<file path="src/sv/dcb_pkg.sv">
// Shared types, constants and the month table of the day count block.
package dcb_pkg;

    localparam int DATE_W  = 27;
    localparam int YEAR_W  = 14;
    localparam int REM_W   = 14;
    localparam int FIELD_W = 7;
    localparam int DNUM_W  = 24;
    localparam int CALC_W  = 26;
    localparam int COUNT_W = 23;
    localparam int BASIS_W = 9;

    localparam logic [DATE_W-1:0] RECIP_10K   = 27'd109951162;
    localparam int                SHIFT_10K   = 40;
    localparam logic [12:0]       RECIP_100   = 13'd5243;
    localparam int                SHIFT_100   = 19;
    localparam logic [YEAR_W-1:0] TEN_K       = 14'd10000;

    localparam logic [1:0] MODE_THIRTY_360 = 2'd0;
    localparam logic [1:0] MODE_ACT_360    = 2'd1;
    localparam logic [1:0] MODE_ACT_365    = 2'd2;
    localparam logic [1:0] MODE_ACT_ACT    = 2'd3;
    localparam logic [1:0] MODE_RESET      = MODE_ACT_ACT;

    localparam logic [BASIS_W-1:0] BASIS_360 = 9'd360;
    localparam logic [BASIS_W-1:0] BASIS_365 = 9'd365;

    localparam logic signed [CALC_W-1:0] COUNT_MAX = 26'sd4194303;
    localparam logic signed [CALC_W-1:0] COUNT_MIN = -26'sd4194304;

    typedef struct packed {
        logic [YEAR_W-1:0]  year;
        logic [FIELD_W-1:0] month;
        logic [FIELD_W-1:0] day;
        logic [DNUM_W-1:0]  day_num;
        logic               bad;
    } dcb_date_t;

    function automatic logic [8:0] month_start(input logic [FIELD_W-1:0] m);
        logic [8:0] res;
        unique case (m)
            7'd2:    res = 9'd31;
            7'd3:    res = 9'd59;
            7'd4:    res = 9'd90;
            7'd5:    res = 9'd120;
            7'd6:    res = 9'd151;
            7'd7:    res = 9'd181;
            7'd8:    res = 9'd212;
            7'd9:    res = 9'd243;
            7'd10:   res = 9'd273;
            7'd11:   res = 9'd304;
            7'd12:   res = 9'd334;
            default: res = 9'd0;
        endcase
        return res;
    endfunction

endpackage

</file>
<file path="src/sv/dcb_date_unit.sv">
// Five-stage pipeline that splits one yyyymmdd date and forms its day number.
module dcb_date_unit
    import dcb_pkg::*;
#(
    parameter int BASE_YEAR = 1900
) (
    input  logic              aclk,
    input  logic [5:1]        stage_en,
    input  logic [DATE_W-1:0] date_in,
    output dcb_date_t         date_out
);

    localparam int BASE_M1    = BASE_YEAR - 1;
    localparam int LEAPS_BASE = BASE_M1 / 4 - BASE_M1 / 100 + BASE_M1 / 400;
    localparam logic [YEAR_W-1:0] BASE_Y = YEAR_W'(BASE_YEAR);
    localparam logic [DNUM_W-1:0] LEAPS_B = DNUM_W'(LEAPS_BASE);

    // Stage 1: estimate of the year by reciprocal multiplication.
    logic [DATE_W-1:0]   s1_date_reg;
    logic [YEAR_W-1:0]   s1_q_reg;
    logic [2*DATE_W-1:0] s1_prod;

    assign s1_prod = {{DATE_W{1'b0}}, date_in} * {{DATE_W{1'b0}}, RECIP_10K};

    always_ff @(posedge aclk) begin
        if (stage_en[1]) begin
            s1_date_reg <= date_in;
            s1_q_reg    <= s1_prod[SHIFT_10K +: YEAR_W];
        end
    end

    // Stage 2: correct the estimate and keep the month and day remainder.
    logic [YEAR_W-1:0] s2_year_reg;
    logic [REM_W-1:0]  s2_rem_reg;
    logic [DATE_W-1:0] s2_back;
    logic [REM_W:0]    s2_rem;

    assign s2_back = DATE_W'(s1_q_reg) * DATE_W'(TEN_K);
    assign s2_rem  = (REM_W+1)'(s1_date_reg - s2_back);

    always_ff @(posedge aclk) begin
        if (stage_en[2]) begin
            if (s2_rem >= {1'b0, TEN_K}) begin
                s2_year_reg <= s1_q_reg + 1'b1;
                s2_rem_reg  <= REM_W'(s2_rem - {1'b0, TEN_K});
            end else begin
                s2_year_reg <= s1_q_reg;
                s2_rem_reg  <= s2_rem[REM_W-1:0];
            end
        end
    end

    // Stage 3: month and the hundreds of the year and of the year before.
    logic [YEAR_W-1:0]  s3_year_reg;
    logic [REM_W-1:0]   s3_rem_reg;
    logic [FIELD_W-1:0] s3_month_reg;
    logic [7:0]         s3_qy_reg;
    logic [7:0]         s3_qp_reg;
    logic [YEAR_W-1:0]  s3_prev_reg;
    logic [YEAR_W-1:0]  s3_prev;
    logic [26:0]        s3_mprod;
    logic [26:0]        s3_yprod;
    logic [26:0]        s3_pprod;

    assign s3_prev  = s2_year_reg - 1'b1;
    assign s3_mprod = 27'(s2_rem_reg) * 27'(RECIP_100);
    assign s3_yprod = 27'(s2_year_reg) * 27'(RECIP_100);
    assign s3_pprod = 27'(s3_prev) * 27'(RECIP_100);

    always_ff @(posedge aclk) begin
        if (stage_en[3]) begin
            s3_year_reg  <= s2_year_reg;
            s3_rem_reg   <= s2_rem_reg;
            s3_prev_reg  <= s3_prev;
            s3_month_reg <= s3_mprod[SHIFT_100 +: FIELD_W];
            s3_qy_reg    <= s3_yprod[SHIFT_100 +: 8];
            s3_qp_reg    <= s3_pprod[SHIFT_100 +: 8];
        end
    end

    // Stage 4: day, leap years before this year, leap flag and field check.
    logic [YEAR_W-1:0]  s4_year_reg;
    logic [FIELD_W-1:0] s4_month_reg;
    logic [FIELD_W-1:0] s4_day_reg;
    logic [YEAR_W-1:0]  s4_leaps_reg;
    logic               s4_leap_reg;
    logic               s4_bad_reg;
    logic [REM_W-1:0]   s4_day_wide;
    logic [FIELD_W-1:0] s4_day;
    logic [YEAR_W-1:0]  s4_leaps;
    logic               s4_cent;
    logic               s4_leap;

    assign s4_day_wide = s3_rem_reg - REM_W'(s3_month_reg) * REM_W'(100);
    assign s4_day      = s4_day_wide[FIELD_W-1:0];
    assign s4_leaps    = (s3_prev_reg >> 2) - YEAR_W'(s3_qp_reg) + YEAR_W'(s3_qp_reg >> 2);
    assign s4_cent     = (s3_year_reg == YEAR_W'(s3_qy_reg) * YEAR_W'(100));
    assign s4_leap     = (s3_year_reg[1:0] == 2'd0) && (!s4_cent || s3_qy_reg[1:0] == 2'd0);

    always_ff @(posedge aclk) begin
        if (stage_en[4]) begin
            s4_year_reg  <= s3_year_reg;
            s4_month_reg <= s3_month_reg;
            s4_day_reg   <= s4_day;
            s4_leaps_reg <= s4_leaps;
            s4_leap_reg  <= s4_leap;
            s4_bad_reg   <= (s3_month_reg < 7'd1) || (s3_month_reg > 7'd12) ||
                            (s4_day < 7'd1) || (s4_day > 7'd31);
        end
    end

    // Stage 5: day number counted from the first of January of the base year.
    logic [DNUM_W-1:0] s5_years;
    logic [DNUM_W-1:0] s5_num;
    logic              s5_after;
    logic              s5_extra;

    assign s5_after = (s4_year_reg > BASE_Y);
    assign s5_years = s5_after ?
                      DNUM_W'(s4_year_reg - BASE_Y) * DNUM_W'(365) +
                      DNUM_W'(s4_leaps_reg) - LEAPS_B : '0;
    assign s5_extra = (s4_month_reg > 7'd2) && s4_leap_reg;
    assign s5_num   = s5_years + DNUM_W'(month_start(s4_month_reg)) +
                      DNUM_W'(s5_extra) + DNUM_W'(s4_day_reg);

    always_ff @(posedge aclk) begin
        if (stage_en[5]) begin
            date_out.year    <= s4_year_reg;
            date_out.month   <= s4_month_reg;
            date_out.day     <= s4_day_reg;
            date_out.day_num <= s5_num;
            date_out.bad     <= s4_bad_reg;
        end
    end

endmodule

</file>
<file path="src/sv/day_count_between_dates.sv">
// Top level of the day count block: stream channels, register port and final stages.
// Usage:
// Each input beat on the s_ channel carries a start date and an end date, each as a
// decimal yyyymmdd number. One result beat per input beat leaves on the m_ channel in
// the same order: the signed day count from start to end, the year basis (360 or 365)
// and an error flag that is set, with a count of zero, when a month or day is invalid.
// The convention is chosen by the register at byte address 0 of the APB port: 0 is
// thirty/360, 1 actual/360, 2 actual/365 and 3 simplified actual/actual. It should be
// written only while no beats are in flight.
// The block accepts one beat every cycle while the receiver keeps m_tready high; the
// seven register stages of the date split, day number and count pipeline hold the
// beats in flight. A count beyond the 23-bit signed range saturates.
// Reset clears all stage valid bits and returns the convention to actual/actual.
// When the receiver holds m_tready low, the result stays on m_tdata and beats behind
// it close up into empty stages; s_tready falls only once every stage is full.
module day_count_between_dates
    import dcb_pkg::*;
#(
    parameter int BASE_YEAR = 1900
) (
    input  logic        aclk,
    input  logic        aresetn,
    input  logic        s_tvalid,
    output logic        s_tready,
    input  logic [55:0] s_tdata,   // start_date [26:0], end_date [53:27], zero pad
    output logic        m_tvalid,
    input  logic        m_tready,
    output logic [39:0] m_tdata,   // day_count [22:0], year_basis [31:23],
                                   // date_error [32], zero pad
    input  logic        psel,
    input  logic        penable,
    input  logic        pwrite,
    input  logic [2:0]  paddr,
    input  logic [31:0] pwdata,
    output logic [31:0] prdata,
    output logic        pready
);

    logic [1:0] mode_reg;

    assign pready = 1'b1;
    assign prdata = {30'd0, mode_reg};

    always_ff @(posedge aclk) begin
        if (!aresetn) begin
            mode_reg <= MODE_RESET;
        end else if (psel && penable && pwrite && pready && !paddr[2]) begin
            mode_reg <= pwdata[1:0];
        end
    end

    logic [7:1] v_reg;
    logic [7:1] rdy;

    always_comb begin
        rdy[7] = !v_reg[7] || m_tready;
        for (int k = 6; k >= 1; k--) begin
            rdy[k] = !v_reg[k] || rdy[k+1];
        end
    end

    assign s_tready = rdy[1];
    assign m_tvalid = v_reg[7];

    always_ff @(posedge aclk) begin
        if (!aresetn) begin
            v_reg <= '0;
        end else begin
            if (rdy[1]) begin
                v_reg[1] <= s_tvalid;
            end
            for (int k = 2; k <= 7; k++) begin
                if (rdy[k]) begin
                    v_reg[k] <= v_reg[k-1];
                end
            end
        end
    end

    dcb_date_t start_info;
    dcb_date_t end_info;

    dcb_date_unit #(.BASE_YEAR(BASE_YEAR)) u_start (
        .aclk     (aclk),
        .stage_en (rdy[5:1]),
        .date_in  (s_tdata[26:0]),
        .date_out (start_info)
    );

    dcb_date_unit #(.BASE_YEAR(BASE_YEAR)) u_end (
        .aclk     (aclk),
        .stage_en (rdy[5:1]),
        .date_in  (s_tdata[53:27]),
        .date_out (end_info)
    );

    // Stage 6: both candidate counts.
    logic signed [CALC_W-1:0] thirty_reg;
    logic signed [CALC_W-1:0] actual_reg;
    logic                     bad_reg;
    logic [FIELD_W-1:0]       d1_adj;
    logic [FIELD_W-1:0]       d2_adj;
    logic signed [CALC_W-1:0] y_diff;
    logic signed [CALC_W-1:0] m_diff;
    logic signed [CALC_W-1:0] d_diff;

    assign d1_adj = (start_info.day == 7'd31) ? 7'd30 : start_info.day;
    assign d2_adj = (end_info.day == 7'd31 && d1_adj >= 7'd30) ? 7'd30 : end_info.day;
    assign y_diff = $signed({12'd0, end_info.year}) - $signed({12'd0, start_info.year});
    assign m_diff = $signed({19'd0, end_info.month}) - $signed({19'd0, start_info.month});
    assign d_diff = $signed({19'd0, d2_adj}) - $signed({19'd0, d1_adj});

    always_ff @(posedge aclk) begin
        if (rdy[6]) begin
            thirty_reg <= y_diff * 26'sd360 + m_diff * 26'sd30 + d_diff;
            actual_reg <= $signed({2'd0, end_info.day_num}) -
                          $signed({2'd0, start_info.day_num});
            bad_reg    <= start_info.bad || end_info.bad;
        end
    end

    // Stage 7: convention select, saturation and the output register.
    logic [COUNT_W-1:0]       count_reg;
    logic [BASIS_W-1:0]       basis_reg;
    logic                     err_reg;
    logic signed [CALC_W-1:0] raw;
    logic signed [CALC_W-1:0] clamped;

    assign raw = (mode_reg == MODE_THIRTY_360) ? thirty_reg : actual_reg;

    always_comb begin
        priority if (raw > COUNT_MAX) begin
            clamped = COUNT_MAX;
        end else if (raw < COUNT_MIN) begin
            clamped = COUNT_MIN;
        end else begin
            clamped = raw;
        end
    end

    always_ff @(posedge aclk) begin
        if (rdy[7]) begin
            count_reg <= bad_reg ? '0 : clamped[COUNT_W-1:0];
            basis_reg <= (mode_reg == MODE_THIRTY_360 || mode_reg == MODE_ACT_360) ?
                         BASIS_360 : BASIS_365;
            err_reg   <= bad_reg;
        end
    end

    assign m_tdata = {7'd0, err_reg, basis_reg, count_reg};

`ifndef ASSERT_OFF
    a_error_zero : assert property (@(posedge aclk) disable iff (!aresetn)
        m_tvalid && err_reg |-> count_reg == '0)
        else $error("error beat carries a non-zero count");

    a_basis_legal : assert property (@(posedge aclk) disable iff (!aresetn)
        m_tvalid |-> basis_reg == BASIS_360 || basis_reg == BASIS_365)
        else $error("year basis is neither 360 nor 365");

    a_accept_fills : assert property (@(posedge aclk) disable iff (!aresetn)
        s_tvalid && s_tready |=> v_reg[1])
        else $error("accepted beat did not reach the first stage");

    a_empty_ready : assert property (@(posedge aclk) disable iff (!aresetn)
        !v_reg[1] |-> s_tready)
        else $error("first stage empty but input not ready");
`endif

endmodule
</file>
<file path="config.mk">
export PLATFORM = sky130hd
export DESIGN_NAME = day_count_between_dates
export DESIGN_NICKNAME = d
export VERILOG_FILES = /design/src/sv/dcb_pkg.sv /design/src/sv/dcb_date_unit.sv /design/src/sv/day_count_between_dates.sv
export SDC_FILE = /design/constraint.sdc
export NUM_CORES = 2
export LEC_CHECK = 0
export BUFFER_PORTS_ARGS = -buffer_cell sky130_fd_sc_hd__buf_2
export CAP_MARGIN = 20
export CORE_UTILIZATION = 60
export DETAILED_ROUTE_END_ITERATION = 10
export GPL_ROUTABILITY_DRIVEN = 0
export PLACE_DENSITY = 0.77
export SLEW_MARGIN = 20
export SYNTH_ARGS = -nofsm -noshare
export SYNTH_HDL_FRONTEND = slang
export SYNTH_SLANG_ARGS = --single-unit
</file>
<file path="constraint.sdc">
create_clock -name aclk -period 12.3 [get_ports aclk]
set_clock_uncertainty 0.05 [all_clocks]
set_input_delay 0.615 -clock aclk [delete_from_list [all_inputs] [get_ports aclk]]
set_output_delay 0.615 -clock aclk [all_outputs]
set_load 0.02 [all_outputs]
</file>
== Word-level counts from Yosys, hierarchy flattened ==
Memories as Yosys holds them, arrays and structs flattened. A register that Yosys moved wholly into a read port is not among the register bits.
Cells that the tools add are included.

* Input port bits: 98
* Memories kept: 2
* Logic and storage cells: 190
* Flip-flop bits (word level): 519
* Memory bits (read-only): 288
* Output and inout port bits: 75

* $mul: 18
* Add/subtract/negate cells: 32
* Reductions and logical operators: 43
* $lt $le $gt $ge: 17
* Mux-type cells: 16
* Eq/ne operators: 5

{| class="wikitable"
|+ Memory list
! memory !! depth !! bits a word !! rd ports !! clocked after memory_dff !! write ports !! RTL line !! source
|-
| (name not given) || 16 || 9 || 1 || 1 || 0 || dcb_pkg.sv:41 || <nowiki>unique case (m)</nowiki>
|-
| (name not given) || 16 || 9 || 1 || 1 || 0 || dcb_pkg.sv:41 ||
|}

{| class="wikitable"
|+ Operators with widths
! operator !! number
|-
| multiplier 14 x 13 -> 27 bit (second input constant) || 4
|-
| multiplier 27 x 26 -> 53 bit (second input constant) || 2
|-
| 2-to-1 mux 14 bit || 4
|-
| multiplier 14 x 13 -> 26 bit (second input constant) || 2
|-
| adder 24 x 1 -> 24 bit || 2
|-
| adder 24 x 14 -> 24 bit || 2
|-
| adder 24 x 7 -> 24 bit || 2
|-
| adder 24 x 9 -> 24 bit || 2
|-
| multiplier 24 x 9 -> 24 bit (second input constant) || 2
|-
| 2-to-1 mux 24 bit || 2
|-
| subtractor 24 x 9 -> 24 bit (second input constant) || 2
|-
| greater-or-equal comparator 15 x 14 -> 1 bit (second input constant) || 2
|-
| subtractor 14 x 11 -> 15 bit (second input constant) || 2
|-
| subtractor 15 bit || 2
|-
| adder 14 x 1 -> 14 bit (second input constant) || 2
|-
| adder 14 x 6 -> 14 bit || 2
|-
| == test 14 bit || 2
|-
| greater-than comparator 14 x 11 -> 1 bit (second input constant) || 2
|-
| < comparator 7 x 1 -> 1 bit (second input constant) || 4
|-
| multiplier 14 x 10 -> 11 bit (second input constant) || 2
|-
| subtractor 14 x 1 -> 14 bit (second input constant) || 2
|-
| subtractor 14 bit (second input constant) || 2
|-
| adder 25 x 14 -> 26 bit || 1
|-
| adder 26 x 8 -> 26 bit || 1
|-
| other kinds (30) || 79
|}

== Depth between registers and ports, before layout ==
* Depth in word-level cells: 8
* Mapped depth: 34
* Gate-level depth less buffers: 34

== By module ==
Synthesis repeated with hierarchy kept, for this count alone.

* Cell total of the unflattened synthesis: 8,318
* Area, all modules: 86,259.0 um^2

{| class="wikitable"
|+ By module, submodules not included
! module !! area each (um^2) !! instances !! cells an instance !! sequential area each (um^2)
|-
| dcb_date_unit at u_end || 38,179.1 || 1 || 3,632 || 6,486.2
|-
| dcb_date_unit at u_start || 37,796.2 || 1 || 3,564 || 6,486.2
|-
| day_count_between_dates || 10,283.6 || 1 || 1,122 || 2,492.4
|}

== Least setup slack after synthesis ==
No wires, ideal clock.

* Path type: register to register
* From: register u_end.s4_year_reg[2]
* To: register u_end.date_out[24] (netlist name), data pin
* Data arrival time: 7.597 ns
* Period minus slack after synthesis: 7.796 ns
* Cell stages (with the launch flop): 26
* Path slack: 4.504 ns
* Library setup time: 0.149 ns
* Cells stage by stage: edfxtp_1 -> ha_1 -> or2_2 -> a31oi_1 -> nor2_1 -> a21oi_1 -> nor3b_1 -> inv_1 -> ha_1 -> fa_1 -> inv_1 -> fa_1 -> fa_1 -> inv_1 -> fa_1 -> inv_1 -> ha_1 -> nand4_1 -> a21oi_1 -> a211oi_1 -> xnor2_1 -> nand3_1 -> nor4b_4 -> nand4b_4 -> or4_1 -> a21oi_1

* Longest elaborated chain between the ends: 8
* Elaborated cells on any way between the ends: 9
* Those cells by class: 6 x add/sub; 1 x mul; 1 x order compare; 1 x mux

{| class="wikitable"
|+ RTL lines
! what !! RTL line !! source
|-
| start, declared || dcb_date_unit.sv:82 || <nowiki>logic [YEAR_W-1:0] s4_year_reg;</nowiki>
|-
| start signal, assigned || dcb_date_unit.sv:102 || <nowiki>s4_year_reg <= s3_year_reg;</nowiki>
|-
| subtractor 14 x 11 -> 15 bit || dcb_date_unit.sv:120 || <nowiki>DNUM_W'(s4_year_reg - BASE_Y) * DNUM_W'(365) +</nowiki>
|-
| multiplier 24 x 9 -> 24 bit || dcb_date_unit.sv:120 ||
|-
| adder 24 x 14 -> 24 bit || dcb_date_unit.sv:120 ||
|-
| subtractor 24 x 9 -> 24 bit || dcb_date_unit.sv:121 || <nowiki>DNUM_W'(s4_leaps_reg) - LEAPS_B : '0;</nowiki>
|-
| 2-to-1 mux 24 bit * || dcb_date_unit.sv:119 || <nowiki>assign s5_years = s5_after ?</nowiki>
|-
| adder 24 x 9 -> 24 bit * || dcb_date_unit.sv:123 || <nowiki>assign s5_num = s5_years + DNUM_W'(month_start(s4_month_reg)) +</nowiki>
|-
| adder 24 x 1 -> 24 bit * || dcb_date_unit.sv:123 ||
|-
| adder 24 x 7 -> 24 bit * || dcb_date_unit.sv:124 || <nowiki>DNUM_W'(s5_extra) + DNUM_W'(s4_day_reg);</nowiki>
|-
| named net u_end.s5_num[23] || dcb_date_unit.sv:114 || <nowiki>logic [DNUM_W-1:0] s5_num;</nowiki>
|-
| end, declared || dcb_date_unit.sv:10 || <nowiki>output dcb_date_t date_out</nowiki>
|}

The timed path passes the listed nets; every way through them passes the cells marked *.
A chain may end at the register's enable or synchronous reset.

== Worst setup path after layout ==
* From: register u_start.s2_year_reg[2]
* To: register u_start.s3_qp_reg[7], data pin

* Longest elaborated chain between the ends: 2

{| class="wikitable"
|+ RTL lines
! what !! RTL line !! source
|-
| start, declared || dcb_date_unit.sv:33 || <nowiki>logic [YEAR_W-1:0] s2_year_reg;</nowiki>
|-
| start signal, assigned || dcb_date_unit.sv:44 || <nowiki>s2_year_reg <= s1_q_reg + 1'b1;</nowiki>
|-
| start signal, assigned || dcb_date_unit.sv:47 || <nowiki>s2_year_reg <= s1_q_reg;</nowiki>
|-
| subtractor 14 x 1 -> 14 bit || dcb_date_unit.sv:65 || <nowiki>assign s3_prev = s2_year_reg - 1'b1;</nowiki>
|-
| named net u_start.s3_prev[9] || dcb_date_unit.sv:60 || <nowiki>logic [YEAR_W-1:0] s3_prev;</nowiki>
|-
| multiplier 14 x 13 -> 27 bit || dcb_date_unit.sv:68 || <nowiki>assign s3_pprod = 27'(s3_prev) * 27'(RECIP_100);</nowiki>
|-
| named net u_start.s3_pprod[26] || dcb_date_unit.sv:63 || <nowiki>logic [26:0] s3_pprod;</nowiki>
|-
| end signal, assigned || dcb_date_unit.sv:77 || <nowiki>s3_qp_reg <= s3_pprod[SHIFT_100 +: 8];</nowiki>
|-
| end, declared || dcb_date_unit.sv:58 || <nowiki>logic [7:0] s3_qp_reg;</nowiki>
|}

The timed path passes the listed nets, and every way through them passes these cells.

==> impl_metrics.env <==
export IMPL_synth_flop_cell="edfxtp_1"
export IMPL_die_y_um=376.8
export IMPL_rsz0062_at_grt="no"
export IMPL_clock_sinks=524
export IMPL_drc=0
export IMPL_holdBufCountCts=0
export IMPL_worst_pin_slew_ns=1.129
export IMPL_crit_path_start_kind="flip-flop"
export IMPL_gr_total_overflow=0
export IMPL_holdWs_ns=0.1482
export IMPL_seq_area_frac_synth=0.1834
export IMPL_drv_slew=0
export IMPL_cpMostUsedCell="fa_1"
export IMPL_max_slew_margin=0.2366
export IMPL_core_rowCount=137
export IMPL_fin_tns_setup_ns=0
export IMPL_first_global_vias=58180
export IMPL_vias=53310
export IMPL_grt_first_pass_wirelength_um=283100
export IMPL_die_w_um=376.8
export IMPL_syn_avg_cell_area_um2=10.58
export IMPL_wirelength_um=168600
export IMPL_clk_latency_ns=0.65
export IMPL_antenna_left=0
export IMPL_dieArea_um2=142000
export IMPL_htree_levels=2
export IMPL_drive_gt1_frac=0.03310
export IMPL_netlist_instances=7967
export IMPL_dr_pass1_iters=7
export IMPL_fmax_mhz=120.0
export IMPL_setup_viol=0
export IMPL_hpwl_um=147200
export IMPL_io_pins=173
export IMPL_start_util=0.6042
export IMPL_ys_warn_count=0
export IMPL_min_period_over_period=0.6777
export IMPL_path_max_fanout=9
export IMPL_crit_type="reg -> reg"
export IMPL_max_clock_path_buffers=3
export IMPL_grt_max_degree=84
export IMPL_postCtsSetupBuffers=0
export IMPL_hp_class="in -> reg"
export IMPL_cpMaxStageDelayCell="a2111oi_0"
export IMPL_root_buffer="clkbuf_16"
export IMPL_path_cells="inv_1, ha_1, a21boi_0, and3_1, nand2_1, xnor2_1, ha_1, fa_1, inv_1, fa_1, inv_1, fa_1, fa_1, ha_1, a21o_1, a21o_1, a2111oi_0, o211ai_1, a31oi_1, o21ai_1, nor2_1, o21bai_1, a21oi_1, xnor2_1"
export IMPL_worstSetupEndpointType="flip-flop"
export IMPL_crit_required_ns=12.64
export IMPL_finalNetCount=11120
export IMPL_synth_edff_count=497
export IMPL_drv_cap=0
export IMPL_post_drt_wl_per_cell_um=16.80
export IMPL_status="finished, final reports clean"
export IMPL_portBuffers=93
export IMPL_ctsResizeCount=0
export IMPL_antenna_found_initial=3
export IMPL_tritoncts="built"
export IMPL_area_delta_synth_final_pct=5.652
export IMPL_numCtsBuffers=59
export IMPL_synth_distinct_cells=90
export IMPL_async_reset_ff_frac=0
export IMPL_vias_per_cell=5.313
export IMPL_grt_usage=0.2479
export IMPL_max_stage_delay_ns=0.80
export IMPL_syn_cell_area_um2=84300
export IMPL_final_hold_violation_count=0
export IMPL_clk_pin_slew_ns=0.06
export IMPL_coreArea_um2=139500
export IMPL_arrival_ns=8.68
export IMPL_finalWorstPathRequiredPeriod_ns=8.336
export IMPL_ys_ff_latch=524
export IMPL_drt_initial_drc_count=2725
==> final timing paths <==
path                          end  cells after the start                   start  slack (ns)
max          u_start.s3_qp_reg[7]                     24  u_start.s2_year_reg[2]        3.96
min                   mode_reg[1]                      3               pwdata[1]        0.15
max reg2reg  u_start.s3_qp_reg[7]                     24  u_start.s2_year_reg[2]        3.96
min reg2reg   u_start.date_out[0]                      0      u_start.s4_bad_reg        0.38
==> cells in the final DEF (no fill, tap or decap), types with 32 or more instances in the layout <==
| master | instances |
|---|---|
| nand4_1 | 32 |
| nand3_1 | 68 |
| edfxtp_1 | 497 |
| nor3_1 | 75 |
| a21oi_1 | 202 |
| fa_1 | 1237 |
| a21o_1 | 117 |
| o21a_1 | 54 |
| conb_1 | 45 |
| ha_1 | 1676 |
| nor2_1 | 184 |
| and3_1 | 36 |
| mux2i_1 | 34 |
| clkbuf_16 | 59 |
| nand2_1 | 247 |
| inv_1 | 2292 |
| buf_2 | 93 |
| a211oi_1 | 32 |
| xor2_1 | 138 |
| a31oi_1 | 46 |
| nor2b_1 | 38 |
| xnor2_1 | 336 |
| o21ai_0 | 139 |
==> through the flow <==
step                      cell area, um^2  setup slack (ns)  std cells    util
final                               89070             3.964      10030  0.6383
after global routing                89060             3.499      10030  0.6383
after floorplan                     84460             4.504       8010       -
after global placement              87000             4.142       9924  0.6236
after detailed placement            87000             4.013       9924  0.6236
after CTS                           89040             3.992      10030  0.6381
==> worst max-delay path: cells and delay by family (launching register included) <==
kind / cells / cell delay (ns)
adders and majority gates: 7 / 2.91
AOI/OAI and AO/OA: 9 / 2.81
xor gates and xnor gates: 2 / 0.73
and+or+nand+nor: 3 / 0.54
buffers and inverters: 3 / 0.36
DFF: 1 / 0.67
==> layer usage <==
layer	GRT usage	up-vias	part of all wire
met4	0.07286	2	0.031
met1	0.3152	26370	0.42
li1	-	25550	-
met2	0.4437	1085	0.51
met5	0	-	0.000077
met3	0.02717	296	0.044
==> final cells by class <==
| type | instances | area (um^2) |
|---|---|---|
| Antenna cell | 1 | 2.502 |
| Clock buffer | 69 | 1524 |
| Clock inverter | 38 | 508.0 |
| Fill cell | 10810 | 50460 |
| Inverter | 2294 | 8612 |
| Multi-Input combinational cell | 5115 | 59960 |
| Sequential cell | 524 | 15460 |
| Tap cell | 1876 | 2347 |
| Timing Repair Buffer | 116 | 650.6 |
==> synth_stat cells, types with 69 or more instances <==
cell,instances,area share
nor3_1,75,0.0045
xnor2_1,336,0.035
inv_1,2293,0.10
nand2_1,249,0.011
ha_1,1676,0.25
a21o_1,117,0.010
nor2_1,185,0.0082
edfxtp_1,497,0.18
o21ai_0,139,0.0083
nand3_1,69,0.0041
a21oi_1,202,0.012
xor2_1,138,0.014
fa_1,1237,0.29
==> cell families (layout without fill, tap and decap cells) <==
group / count (synthesis) / after routing / share of synthesized area
other: 2 / 46 / 0.00008908
adders and majority gates: 2913 / 2913 / 0.5425
buffers and inverters: 2371 / 2517 / 0.1078
muxes: 40 / 40 / 0.004838
AOI/OAI and AO/OA: 792 / 792 / 0.06165
DFF: 524 / 524 / 0.1834
and+or+nand+nor: 849 / 849 / 0.04991
xor gates and xnor gates: 476 / 476 / 0.04978
Power is not shown: default switching activity piles up to over one toggle a cycle in this logic, so the estimate is an artifact.
